## src/design/sam_pkg.sv

```systemverilog
// Types, constants and size lookup shared by the sprite attribute memory files.
package sam_pkg;

  localparam int ADDR_W    = 10;
  localparam int DATA_W    = 8;
  localparam int DIM_W     = 7;
  localparam int OBJ_COUNT = 128;
  localparam int OBJ_W     = 7;
  localparam int LANES     = 4;
  localparam int HI_BYTES  = 32;
  localparam int HI_W      = 5;
  localparam int APB_AW    = 3;
  localparam int APB_DW    = 32;

  typedef enum logic {
    OP_READ  = 1'b0,
    OP_WRITE = 1'b1
  } op_t;

  typedef enum logic {
    REG_BASE_SIZE = 1'b0,
    REG_INTERLACE = 1'b1
  } reg_idx_t;

  typedef struct packed {
    logic [2:0] base_size;
    logic       interlace_mode;
  } cfg_t;

  // Data returned by the store in the cycle after a request is taken.
  typedef struct packed {
    logic [DATA_W-1:0] lo_byte;
    logic [DATA_W-1:0] hi_byte;
    logic              big;
  } store_rd_t;

  typedef struct packed {
    logic [DIM_W-1:0] width;
    logic [DIM_W-1:0] height;
  } dims_t;

  localparam logic [DIM_W-1:0] SMALL_W [8] = '{7'd8, 7'd8, 7'd8, 7'd16, 7'd16, 7'd32, 7'd16, 7'd16};
  localparam logic [DIM_W-1:0] LARGE_W [8] = '{7'd16, 7'd32, 7'd64, 7'd32, 7'd64, 7'd64, 7'd32, 7'd32};
  localparam logic [DIM_W-1:0] SMALL_H [8] = '{7'd8, 7'd8, 7'd8, 7'd16, 7'd16, 7'd32, 7'd32, 7'd32};
  localparam logic [DIM_W-1:0] LARGE_H [8] = '{7'd16, 7'd32, 7'd64, 7'd32, 7'd64, 7'd64, 7'd64, 7'd32};

  // Object size from the base size setting and the object's size bit.
  function automatic dims_t obj_dims(input cfg_t cfg, input logic big);
    dims_t d;
    d.width  = big ? LARGE_W[cfg.base_size] : SMALL_W[cfg.base_size];
    d.height = big ? LARGE_H[cfg.base_size] : SMALL_H[cfg.base_size];
    // Interlaced small objects of the two tallest settings are 16 lines high.
    if (!big && cfg.interlace_mode && cfg.base_size[2] && cfg.base_size[1]) begin
      d.height = 7'd16;
    end
    return d;
  endfunction

endpackage

```

## src/design/sam_req_if.sv

```systemverilog
// Request channel of the sprite attribute memory.
interface sam_req_if import sam_pkg::*; ();
  logic              valid;
  logic              ready;
  op_t               operation;
  logic [ADDR_W-1:0] address;
  logic [DATA_W-1:0] write_data;

  modport source (output valid, output operation, output address, output write_data,
                  input ready);
  modport sink   (input valid, input operation, input address, input write_data,
                  output ready);
endinterface

```

## src/design/sam_rsp_if.sv

```systemverilog
// Result channel of the sprite attribute memory.
interface sam_rsp_if import sam_pkg::*; ();
  logic              valid;
  logic              ready;
  logic [DATA_W-1:0] read_data;
  logic [DIM_W-1:0]  object_width;
  logic [DIM_W-1:0]  object_height;

  modport source (output valid, output read_data, output object_width, output object_height,
                  input ready);
  modport sink   (input valid, input read_data, input object_width, input object_height,
                  output ready);
endinterface

```

## src/design/sprite_attribute_memory.sv

```systemverilog
// Top level of the sprite attribute memory: request stage, store, result register.
//
//   Channel  Direction  Handshake               Carries
//   in_chan  sink       valid / ready           operation, address, write_data
//   out_chan source     valid / ready           read_data, object_width, object_height
//   cfg      APB slave  psel, penable, pready   base_size (0x0), interlace_mode (0x4)
//
// One request can be taken every cycle while no clearing pass runs and no stalled result
// fills both stages. The store registers the addressed byte and size bit when it takes the
// request; the result register loads from them when the request stage moves on.
// After reset a clearing pass over all 128 objects zeroes the low table while in_chan.ready
// stays low; configuration writes are taken throughout.
// A stalled result holds the result register, the request stage behind it then holds
// as well, and outside the clearing pass ready drops only when both are full.
module sprite_attribute_memory import sam_pkg::*; (
  input  logic              clk,
  input  logic              rst_n,
  sam_req_if.sink           in_chan,
  sam_rsp_if.source         out_chan,
  input  logic              psel,
  input  logic              penable,
  input  logic              pwrite,
  input  logic [APB_AW-1:0] paddr,
  input  logic [APB_DW-1:0] pwdata,
  output logic [APB_DW-1:0] prdata,
  output logic              pready
);

  cfg_t      cfg;
  store_rd_t rd;
  logic      clearing;
  logic      accept;
  logic      s1_adv;
  dims_t     dims;

  // Request stage: what the store's registered outputs belong to.
  logic s1_valid_r;
  logic s1_wr_r;
  logic s1_hi_r;

  // Result register.
  logic              out_valid_r;
  logic [DATA_W-1:0] read_data_r;
  logic [DIM_W-1:0]  width_r;
  logic [DIM_W-1:0]  height_r;
  logic [DATA_W-1:0] read_data_nxt;

  sam_cfg u_cfg (
    .clk     (clk),
    .rst_n   (rst_n),
    .psel    (psel),
    .penable (penable),
    .pwrite  (pwrite),
    .paddr   (paddr),
    .pwdata  (pwdata),
    .prdata  (prdata),
    .pready  (pready),
    .cfg     (cfg)
  );

  // The request stage moves on whenever the result register is empty or being drained.
  assign s1_adv        = !out_valid_r || out_chan.ready;
  assign in_chan.ready = !clearing && (!s1_valid_r || s1_adv);
  assign accept        = in_chan.valid && in_chan.ready;

  // The store takes the write and reads the addressed byte and size bit in the same
  // edge, so a size reported for a write already reflects the new size bit.
  sam_store u_store (
    .clk        (clk),
    .rst_n      (rst_n),
    .load       (accept),
    .operation  (in_chan.operation),
    .address    (in_chan.address),
    .write_data (in_chan.write_data),
    .rd         (rd),
    .clearing   (clearing)
  );

  always_ff @(posedge clk) begin
    if (!rst_n) begin
      s1_valid_r <= 1'b0;
    end else if (accept) begin
      s1_valid_r <= 1'b1;
    end else if (s1_adv) begin
      s1_valid_r <= 1'b0;
    end
  end

  always_ff @(posedge clk) begin
    if (accept) begin
      s1_wr_r <= (in_chan.operation == OP_WRITE);
      s1_hi_r <= in_chan.address[ADDR_W-1];
    end
  end

  // Writes return zero; high table reads return the packed byte of four objects.
  always_comb begin
    if (s1_wr_r) begin
      read_data_nxt = '0;
    end else if (s1_hi_r) begin
      read_data_nxt = rd.hi_byte;
    end else begin
      read_data_nxt = rd.lo_byte;
    end
  end

  assign dims = obj_dims(cfg, rd.big);

  always_ff @(posedge clk) begin
    if (!rst_n) begin
      out_valid_r <= 1'b0;
    end else if (s1_adv) begin
      out_valid_r <= s1_valid_r;
    end
  end

  always_ff @(posedge clk) begin
    if (s1_adv && s1_valid_r) begin
      read_data_r <= read_data_nxt;
      width_r     <= dims.width;
      height_r    <= dims.height;
    end
  end

  assign out_chan.valid         = out_valid_r;
  assign out_chan.read_data     = read_data_r;
  assign out_chan.object_width  = width_r;
  assign out_chan.object_height = height_r;

endmodule

```

## src/design/sam_ram.sv

```systemverilog
// Generic single-port-write, single-port-read RAM with registered read data.
module sam_ram #(
  parameter int WIDTH = 8,
  parameter int DEPTH = 128
) (
  input  logic                     clk,
  input  logic                     we,
  input  logic [$clog2(DEPTH)-1:0] waddr,
  input  logic [WIDTH-1:0]         wdata,
  input  logic                     re,
  input  logic [$clog2(DEPTH)-1:0] raddr,
  output logic [WIDTH-1:0]         rdata
);

  logic [WIDTH-1:0] mem_r [DEPTH];
  logic [WIDTH-1:0] rdata_r;

  always_ff @(posedge clk) begin
    if (we) begin
      mem_r[waddr] <= wdata;
    end
    if (re) begin
      rdata_r <= mem_r[raddr];
    end
  end

  assign rdata = rdata_r;

endmodule

```

## src/design/sam_store.sv

```systemverilog
// Object attribute store: four byte-lane RAMs for the low table, flops for the high table.
module sam_store import sam_pkg::*; (
  input  logic              clk,
  input  logic              rst_n,
  input  logic              load,
  input  op_t               operation,
  input  logic [ADDR_W-1:0] address,
  input  logic [DATA_W-1:0] write_data,
  output store_rd_t         rd,
  output logic              clearing
);

  logic [OBJ_W-1:0]  clr_cnt_r;
  logic              clearing_r;
  logic [1:0]        lane_r;
  logic [DATA_W-1:0] hi_r [HI_BYTES];
  logic [DATA_W-1:0] hi_byte_r;
  logic              big_r;

  logic              is_hi;
  logic              is_wr;
  logic [OBJ_W-1:0]  obj;
  logic [HI_W-1:0]   hidx;
  logic [DATA_W-1:0] hbyte;
  logic              big_nxt;
  logic [DATA_W-1:0] lane_rdata [LANES];

  assign is_hi = address[ADDR_W-1];
  assign is_wr = (operation == OP_WRITE);
  assign obj   = address[OBJ_W+1:2];

  // Low table accesses look up the object's own size bit; high table accesses use
  // the byte they name, whose first object is the one reported.
  assign hidx  = is_hi ? address[HI_W-1:0] : address[OBJ_W+1:4];
  assign hbyte = hi_r[hidx];

  always_comb begin
    if (is_hi) begin
      big_nxt = is_wr ? write_data[1] : hbyte[1];
    end else begin
      big_nxt = hbyte[{address[3:2], 1'b1}];
    end
  end

  for (genvar g = 0; g < LANES; g++) begin : g_lane
    logic lane_we;
    assign lane_we = clearing_r ||
                     (load && is_wr && !is_hi && (address[1:0] == 2'(g)));
    sam_ram #(
      .WIDTH (DATA_W),
      .DEPTH (OBJ_COUNT)
    ) u_ram (
      .clk   (clk),
      .we    (lane_we),
      .waddr (clearing_r ? clr_cnt_r : obj),
      .wdata (clearing_r ? '0 : write_data),
      .re    (load),
      .raddr (obj),
      .rdata (lane_rdata[g])
    );
  end

  always_ff @(posedge clk) begin
    if (!rst_n) begin
      clearing_r <= 1'b1;
      clr_cnt_r  <= '0;
      for (int i = 0; i < HI_BYTES; i++) begin
        hi_r[i] <= '0;
      end
    end else begin
      if (clearing_r) begin
        clr_cnt_r <= clr_cnt_r + 1'b1;
        if (clr_cnt_r == OBJ_W'(OBJ_COUNT - 1)) begin
          clearing_r <= 1'b0;
        end
      end
      if (load && is_wr && is_hi) begin
        hi_r[address[HI_W-1:0]] <= write_data;
      end
    end
  end

  always_ff @(posedge clk) begin
    if (load) begin
      lane_r    <= address[1:0];
      hi_byte_r <= hbyte;
      big_r     <= big_nxt;
    end
  end

  assign rd.lo_byte = lane_rdata[lane_r];
  assign rd.hi_byte = hi_byte_r;
  assign rd.big     = big_r;
  assign clearing   = clearing_r;

endmodule

```

## src/design/sam_cfg.sv

```systemverilog
// APB register block holding the base size and interlace settings.
module sam_cfg import sam_pkg::*; (
  input  logic              clk,
  input  logic              rst_n,
  input  logic              psel,
  input  logic              penable,
  input  logic              pwrite,
  input  logic [APB_AW-1:0] paddr,
  input  logic [APB_DW-1:0] pwdata,
  output logic [APB_DW-1:0] prdata,
  output logic              pready,
  output cfg_t              cfg
);

  logic [2:0] base_size_r;
  logic       interlace_r;
  reg_idx_t   idx;

  assign idx    = reg_idx_t'(paddr[2]);
  assign pready = 1'b1;

  always_ff @(posedge clk) begin
    if (!rst_n) begin
      base_size_r <= '0;
      interlace_r <= 1'b0;
    end else if (psel && penable && pwrite) begin
      unique case (idx)
        REG_BASE_SIZE: base_size_r <= pwdata[2:0];
        REG_INTERLACE: interlace_r <= pwdata[0];
        default: ;
      endcase
    end
  end

  always_comb begin
    unique case (idx)
      REG_BASE_SIZE: prdata = APB_DW'(base_size_r);
      REG_INTERLACE: prdata = APB_DW'(interlace_r);
      default:       prdata = '0;
    endcase
  end

  assign cfg.base_size      = base_size_r;
  assign cfg.interlace_mode = interlace_r;

endmodule

```

## src/flat_wrapper.sv

```systemverilog
// flat-port wrapper written by rule: the top's interface ports become plain ports
module sprite_attribute_memory_flat import sam_pkg::*;
  (clk, rst_n, psel, penable, pwrite, paddr, pwdata, prdata, pready, in_chan_valid, in_chan_operation, in_chan_address, in_chan_write_data, in_chan_ready, out_chan_valid, out_chan_read_data, out_chan_object_width, out_chan_object_height, out_chan_ready);
  sam_req_if in_chan_i ();
  sam_rsp_if out_chan_i ();
  input  logic clk;
  input  logic rst_n;
  input  logic psel;
  input  logic penable;
  input  logic pwrite;
  input  logic [APB_AW-1:0] paddr;
  input  logic [APB_DW-1:0] pwdata;
  output logic [APB_DW-1:0] prdata;
  output logic pready;
  input wire logic [$bits(in_chan_i.valid)-1:0] in_chan_valid;
  input wire logic [$bits(in_chan_i.operation)-1:0] in_chan_operation;
  input wire logic [$bits(in_chan_i.address)-1:0] in_chan_address;
  input wire logic [$bits(in_chan_i.write_data)-1:0] in_chan_write_data;
  output wire logic [$bits(in_chan_i.ready)-1:0] in_chan_ready;
  output wire logic [$bits(out_chan_i.valid)-1:0] out_chan_valid;
  output wire logic [$bits(out_chan_i.read_data)-1:0] out_chan_read_data;
  output wire logic [$bits(out_chan_i.object_width)-1:0] out_chan_object_width;
  output wire logic [$bits(out_chan_i.object_height)-1:0] out_chan_object_height;
  input wire logic [$bits(out_chan_i.ready)-1:0] out_chan_ready;
  assign in_chan_i.valid = in_chan_valid;
  assign in_chan_i.operation = in_chan_operation;
  assign in_chan_i.address = in_chan_address;
  assign in_chan_i.write_data = in_chan_write_data;
  assign in_chan_ready = in_chan_i.ready;
  assign out_chan_valid = out_chan_i.valid;
  assign out_chan_read_data = out_chan_i.read_data;
  assign out_chan_object_width = out_chan_i.object_width;
  assign out_chan_object_height = out_chan_i.object_height;
  assign out_chan_i.ready = out_chan_ready;
  sprite_attribute_memory u_core (.clk(clk), .rst_n(rst_n), .in_chan(in_chan_i), .out_chan(out_chan_i), .psel(psel), .penable(penable), .pwrite(pwrite), .paddr(paddr), .pwdata(pwdata), .prdata(prdata), .pready(pready));
endmodule
```

## config.mk

```make
export PLATFORM = sky130hd
export DESIGN_NAME = sprite_attribute_memory_flat
export DESIGN_NICKNAME = d
export VERILOG_FILES = /design/src/design/sam_pkg.sv /design/src/design/sam_req_if.sv /design/src/design/sam_rsp_if.sv /design/src/design/sprite_attribute_memory.sv /design/src/design/sam_ram.sv /design/src/design/sam_store.sv /design/src/design/sam_cfg.sv /design/src/flat_wrapper.sv
export SDC_FILE = /design/constraint.sdc
export NUM_CORES = 2
export LEC_CHECK = 0
export BUFFER_PORTS_ARGS = -buffer_cell sky130_fd_sc_hd__clkbuf_2
export CAP_MARGIN = 20
export CORE_MARGIN = 8
export CORE_UTILIZATION = 40
export CTS_CLUSTER_DIAMETER = 150
export DETAILED_ROUTE_END_ITERATION = 7
export RECOVER_POWER = 100
export SKIP_LAST_GASP = 1
export SYNTH_ARGS = -nofsm -noshare
export SYNTH_HDL_FRONTEND = slang
export SYNTH_HIERARCHICAL = 1
export SYNTH_MEMORY_MAX_BITS = 65536
export SYNTH_SLANG_ARGS = --single-unit
export TNS_END_PERCENT = 100
```

## constraint.sdc

```tcl
create_clock -name clk -period 55.8 [get_ports clk]
set_input_delay 8.37 -clock clk [delete_from_list [all_inputs] [get_ports clk]]
set_output_delay 8.37 -clock clk [all_outputs]
set_load 0.01 [all_outputs]
```

==> results.cfg <==
[yosys]
synthCells = 7746
synth_seq_area_share = 0.7635
synth-seq-cells = 4427
synth_flop_cell = edfxtp_1
async_flop_share = 0
syn_area_sq_um = 173900
synth_cell_types = 68
synth-edff-count = 4413
yosysWarnings = 6
post_synth.cell_area_avg_sq_um = 22.46
yosys-top-cells-area = edfxtp_1 76%, mux4_2 18%, nor2_1 1.2%, and2_1 0.82%, clkbuf_1 0.52%
yosysTopAreaCellShare = 0.7619
synth_largest_area_cell = edfxtp_1

[power_and_ir_drop]
total_power_w = 0.006851
powerDensity_nw_per_um2 = 35.21
peakVddDrop_uv = 27.83
cellLeakagePower_nw = 60.19

[route]
via_count = 80240
drc = 0
drt-initial-drc-count = 9294
first_pass_iters = 6
routed_via_density = 5.685
wire_per_inst_microns = 28.66
final_antenna_net_count = 0
wl_microns = 404500

[timing]
timing.slew.headroom = -5.640
tightest_slew_ns = 9.959
drv_slew = 5482
min_period_ns = 26.21
rsz0062_at_grt = no
fin_skew_ns = 0.06332
fmaxAchievable_mhz = 38.15
setup_tns_ns = 0
min_period_over_period = 0.4697
finalHoldViolCount = 0
setup_violations = 0

[critical_path]
r2r-end = u_core/u_store/g_lane[2].u_ram/mem_r[99][4]
crit_path_end = u_core/u_store/g_lane[3].u_ram/rdata[6]
worstPathArrival_ns = 26.89
critPathKind = in -> reg
critPathCaptureType = register
start_kind = input pin
cp_max_fo = 95
cp.required_ns = 56.48
r2r_cells = 5
reg2reg_from = u_core/u_store/clearing
ff2ff_setup_slack_ns = 41.61
startpoint = in_chan_address[4]

[cells_and_area]
stdcell_count = 14110
fillCellCount = 36080
syn_to_final_growth_pct = 11.86
drive_gt1_frac = 0.2517
multiInputGateArea_sq_um = 38970
register_area_sq_um = 132800
final_nets = 8065

[clocking]
clk_path_buf_depth = 4
path_clk_slew_ns = 0.06
clock_sinks = 4427
cts_setup_buffers = 0
cts_tree = yes
cts_htree_levels = 5
cts_inserted_buffers = 441
ctsHoldBuffers = 0
insertion_delay_ns = 0.97
cts.repair.resized = 0
cts-root-buf = clkbuf_16

[status]
outcome = complete, but fails checks
violations = capacitance limit, slew limit

[floorplan]
die_y_microns = 675.4
floorplan.initialDensity = 0.4012
core_area_sq_um = 433600
die_x_microns = 675.4
die_area_sq_um = 456200
boundaryPins = 118
row_count = 242

[grt]
grt_pass1_vias = 81880
grt_max_degree = 208
grt_overflow = 0
antenna_found_initial = 14
grt_pass1_wl_microns = 586400
grt_use_total = 0.1733

[placement]
globalplace.congestion = 0.8151
port_buffers = 50
dp_hpwl_microns = 240700
dp_cells = 13280

[min_path]
hp-class = reg -> reg

[run]
cap_violations = 92
-- cells in the final DEF (no fill, tap or decap), types with 4 or more instances in the layout --
cell,count
edfxtp_1,4413
mux4_2,1397
nor2_1,548
clkbuf_16,449
clkbuf_1,284
nand2_1,155
and2_0,154
clkinv_1,120
nand3_1,95
and2_1,76
nor3_1,74
clkinv_2,72
buf_4,57
bufinv_16,45
nor2b_1,41
o21ai_0,40
conb_1,36
nand2b_1,30
mux2_1,25
mux2i_1,23
nand4_1,18
clkbuf_2,17
mux2_2,17
a21oi_1,15
dfxtp_1,13
inv_6,11
a211oi_1,11
a22oi_1,10
or3_1,9
inv_1,8
clkinvlp_4,7
o22ai_1,7
diode_2,6
a31oi_1,6
clkinv_16,4
buf_12,4
o21a_1,4
and3_1,4
-- sequential cells by signal (all words and copies together), names as in the netlist, 3 cells and up --
name	cells
u_core/out_chan.object_height	4
u_core/out_chan.object_width	4
u_core/out_chan.read_data	8
u_core/u_cfg/base_size_r	3
u_core/u_store/clr_cnt_r	7
u_core/u_store/g_lane.u_ram/mem_r	4096
u_core/u_store/g_lane.u_ram/rdata	32
u_core/u_store/hi_byte_r	8
u_core/u_store/hi_r	256
-- per-layer routing --
layer | routed length (microns) | GRT usage | up-vias
li1 | - | - | 33040
met1 | 170400 | 0.2501 | 43670
met3 | 30430 | 0.03093 | 518
met2 | 194300 | 0.2788 | 3004
met5 | 203 | 0 | -
met4 | 9164 | 0.03642 | 2
-- metrics by stage --
step                      setup slack [ns]  hold slack [ns]  utilization  cell area, sq um
after detailed placement             38.47           0.5039       0.4177            181100
after global placement               38.48           0.4721       0.4173            181000
after floorplan                      32.53           0.4470            -            174100
final                                29.59           0.5186       0.4487            194600
after CTS                            38.47           0.5138       0.4504            195300
after global routing                 28.53           0.5385       0.4487            194600
-- power by group --
group	switching, W	internal (W)
Clock	0.00123	0.00168
Sequential	0.00000425	0.00362
Combinational	0.000175	0.000139
Total	0.00141	0.00544
-- critical path, cell delays in order --
cell      delay [ns]
clkbuf_1        3.29
clkbuf_1        2.80
clkbuf_1        4.36
clkbuf_1        2.58
clkbuf_1        2.90
mux4_2          0.57
mux4_2          0.57
mux4_2          0.61
mux2_1          0.43
-- Yosys cell counts, types with 4 or more instances --
| cell type | count |
|---|---|
| nand4_1 | 18 |
| and3_1 | 4 |
| nor3_1 | 74 |
| a31oi_1 | 6 |
| a211oi_1 | 11 |
| dfxtp_1 | 14 |
| or3_1 | 9 |
| o21ai_0 | 43 |
| buf_4 | 84 |
| nor2_1 | 548 |
| inv_1 | 8 |
| a22oi_1 | 10 |
| and2_1 | 229 |
| buf_6 | 7 |
| edfxtp_1 | 4413 |
| mux2_2 | 42 |
| o22ai_1 | 7 |
| nor2b_1 | 43 |
| o21a_1 | 4 |
| mux4_2 | 1397 |
| clkbuf_1 | 242 |
| nand2_1 | 155 |
| a21oi_1 | 15 |
| buf_1 | 78 |
| mux2i_1 | 24 |
| buf_2 | 77 |
| nand2b_1 | 30 |
| nand3_1 | 95 |
-- logic make-up after synthesis --
logic type	Yosys count	synth area share
AND/OR/NAND/NOR	1223	0.03291
flip-flops	4427	0.7635
adder cells (fa/ha/maj)	1	0.00007192
AO/OA/AOI/OAI	126	0.004791
multiplexers	1464	0.1851
other	3	0.00006474
buffers and inverters	498	0.01342
XOR/XNOR	4	0.0002014
-- how the worst min path moves through the flow --
stage	start	slack [ns]	cells past startpoint	end
6_report	u_core/u_store/clr_cnt_r[5]	0.52	2	u_core/u_store/clr_cnt_r[5]
3_3_place_gp	u_core/s1_valid_r	0.47	1	u_core/out_chan.valid
5_1_grt	u_core/u_store/clr_cnt_r[5]	0.54	2	u_core/u_store/clr_cnt_r[5]
2_1_floorplan	u_core/s1_valid_r	0.45	1	u_core/out_chan.valid
3_5_place_dp	u_core/u_store/clr_cnt_r[5]	0.50	2	u_core/u_store/clr_cnt_r[5]
4_1_cts	u_core/u_store/clr_cnt_r[5]	0.51	2	u_core/u_store/clr_cnt_r[5]
-- cell type report --
type,count,share of cell area
Antenna cell,6,0.00007717
Clock buffer,549,0.05983
Clock inverter,265,0.01308
Inverter,9,0.0001736
Multi-Input combinational cell,2854,0.2003
Sequential cell,4427,0.6825
Tap cell,5734,0.03687
Timing Repair Buffer,270,0.007151
Power figures use the tool's default switching activity.
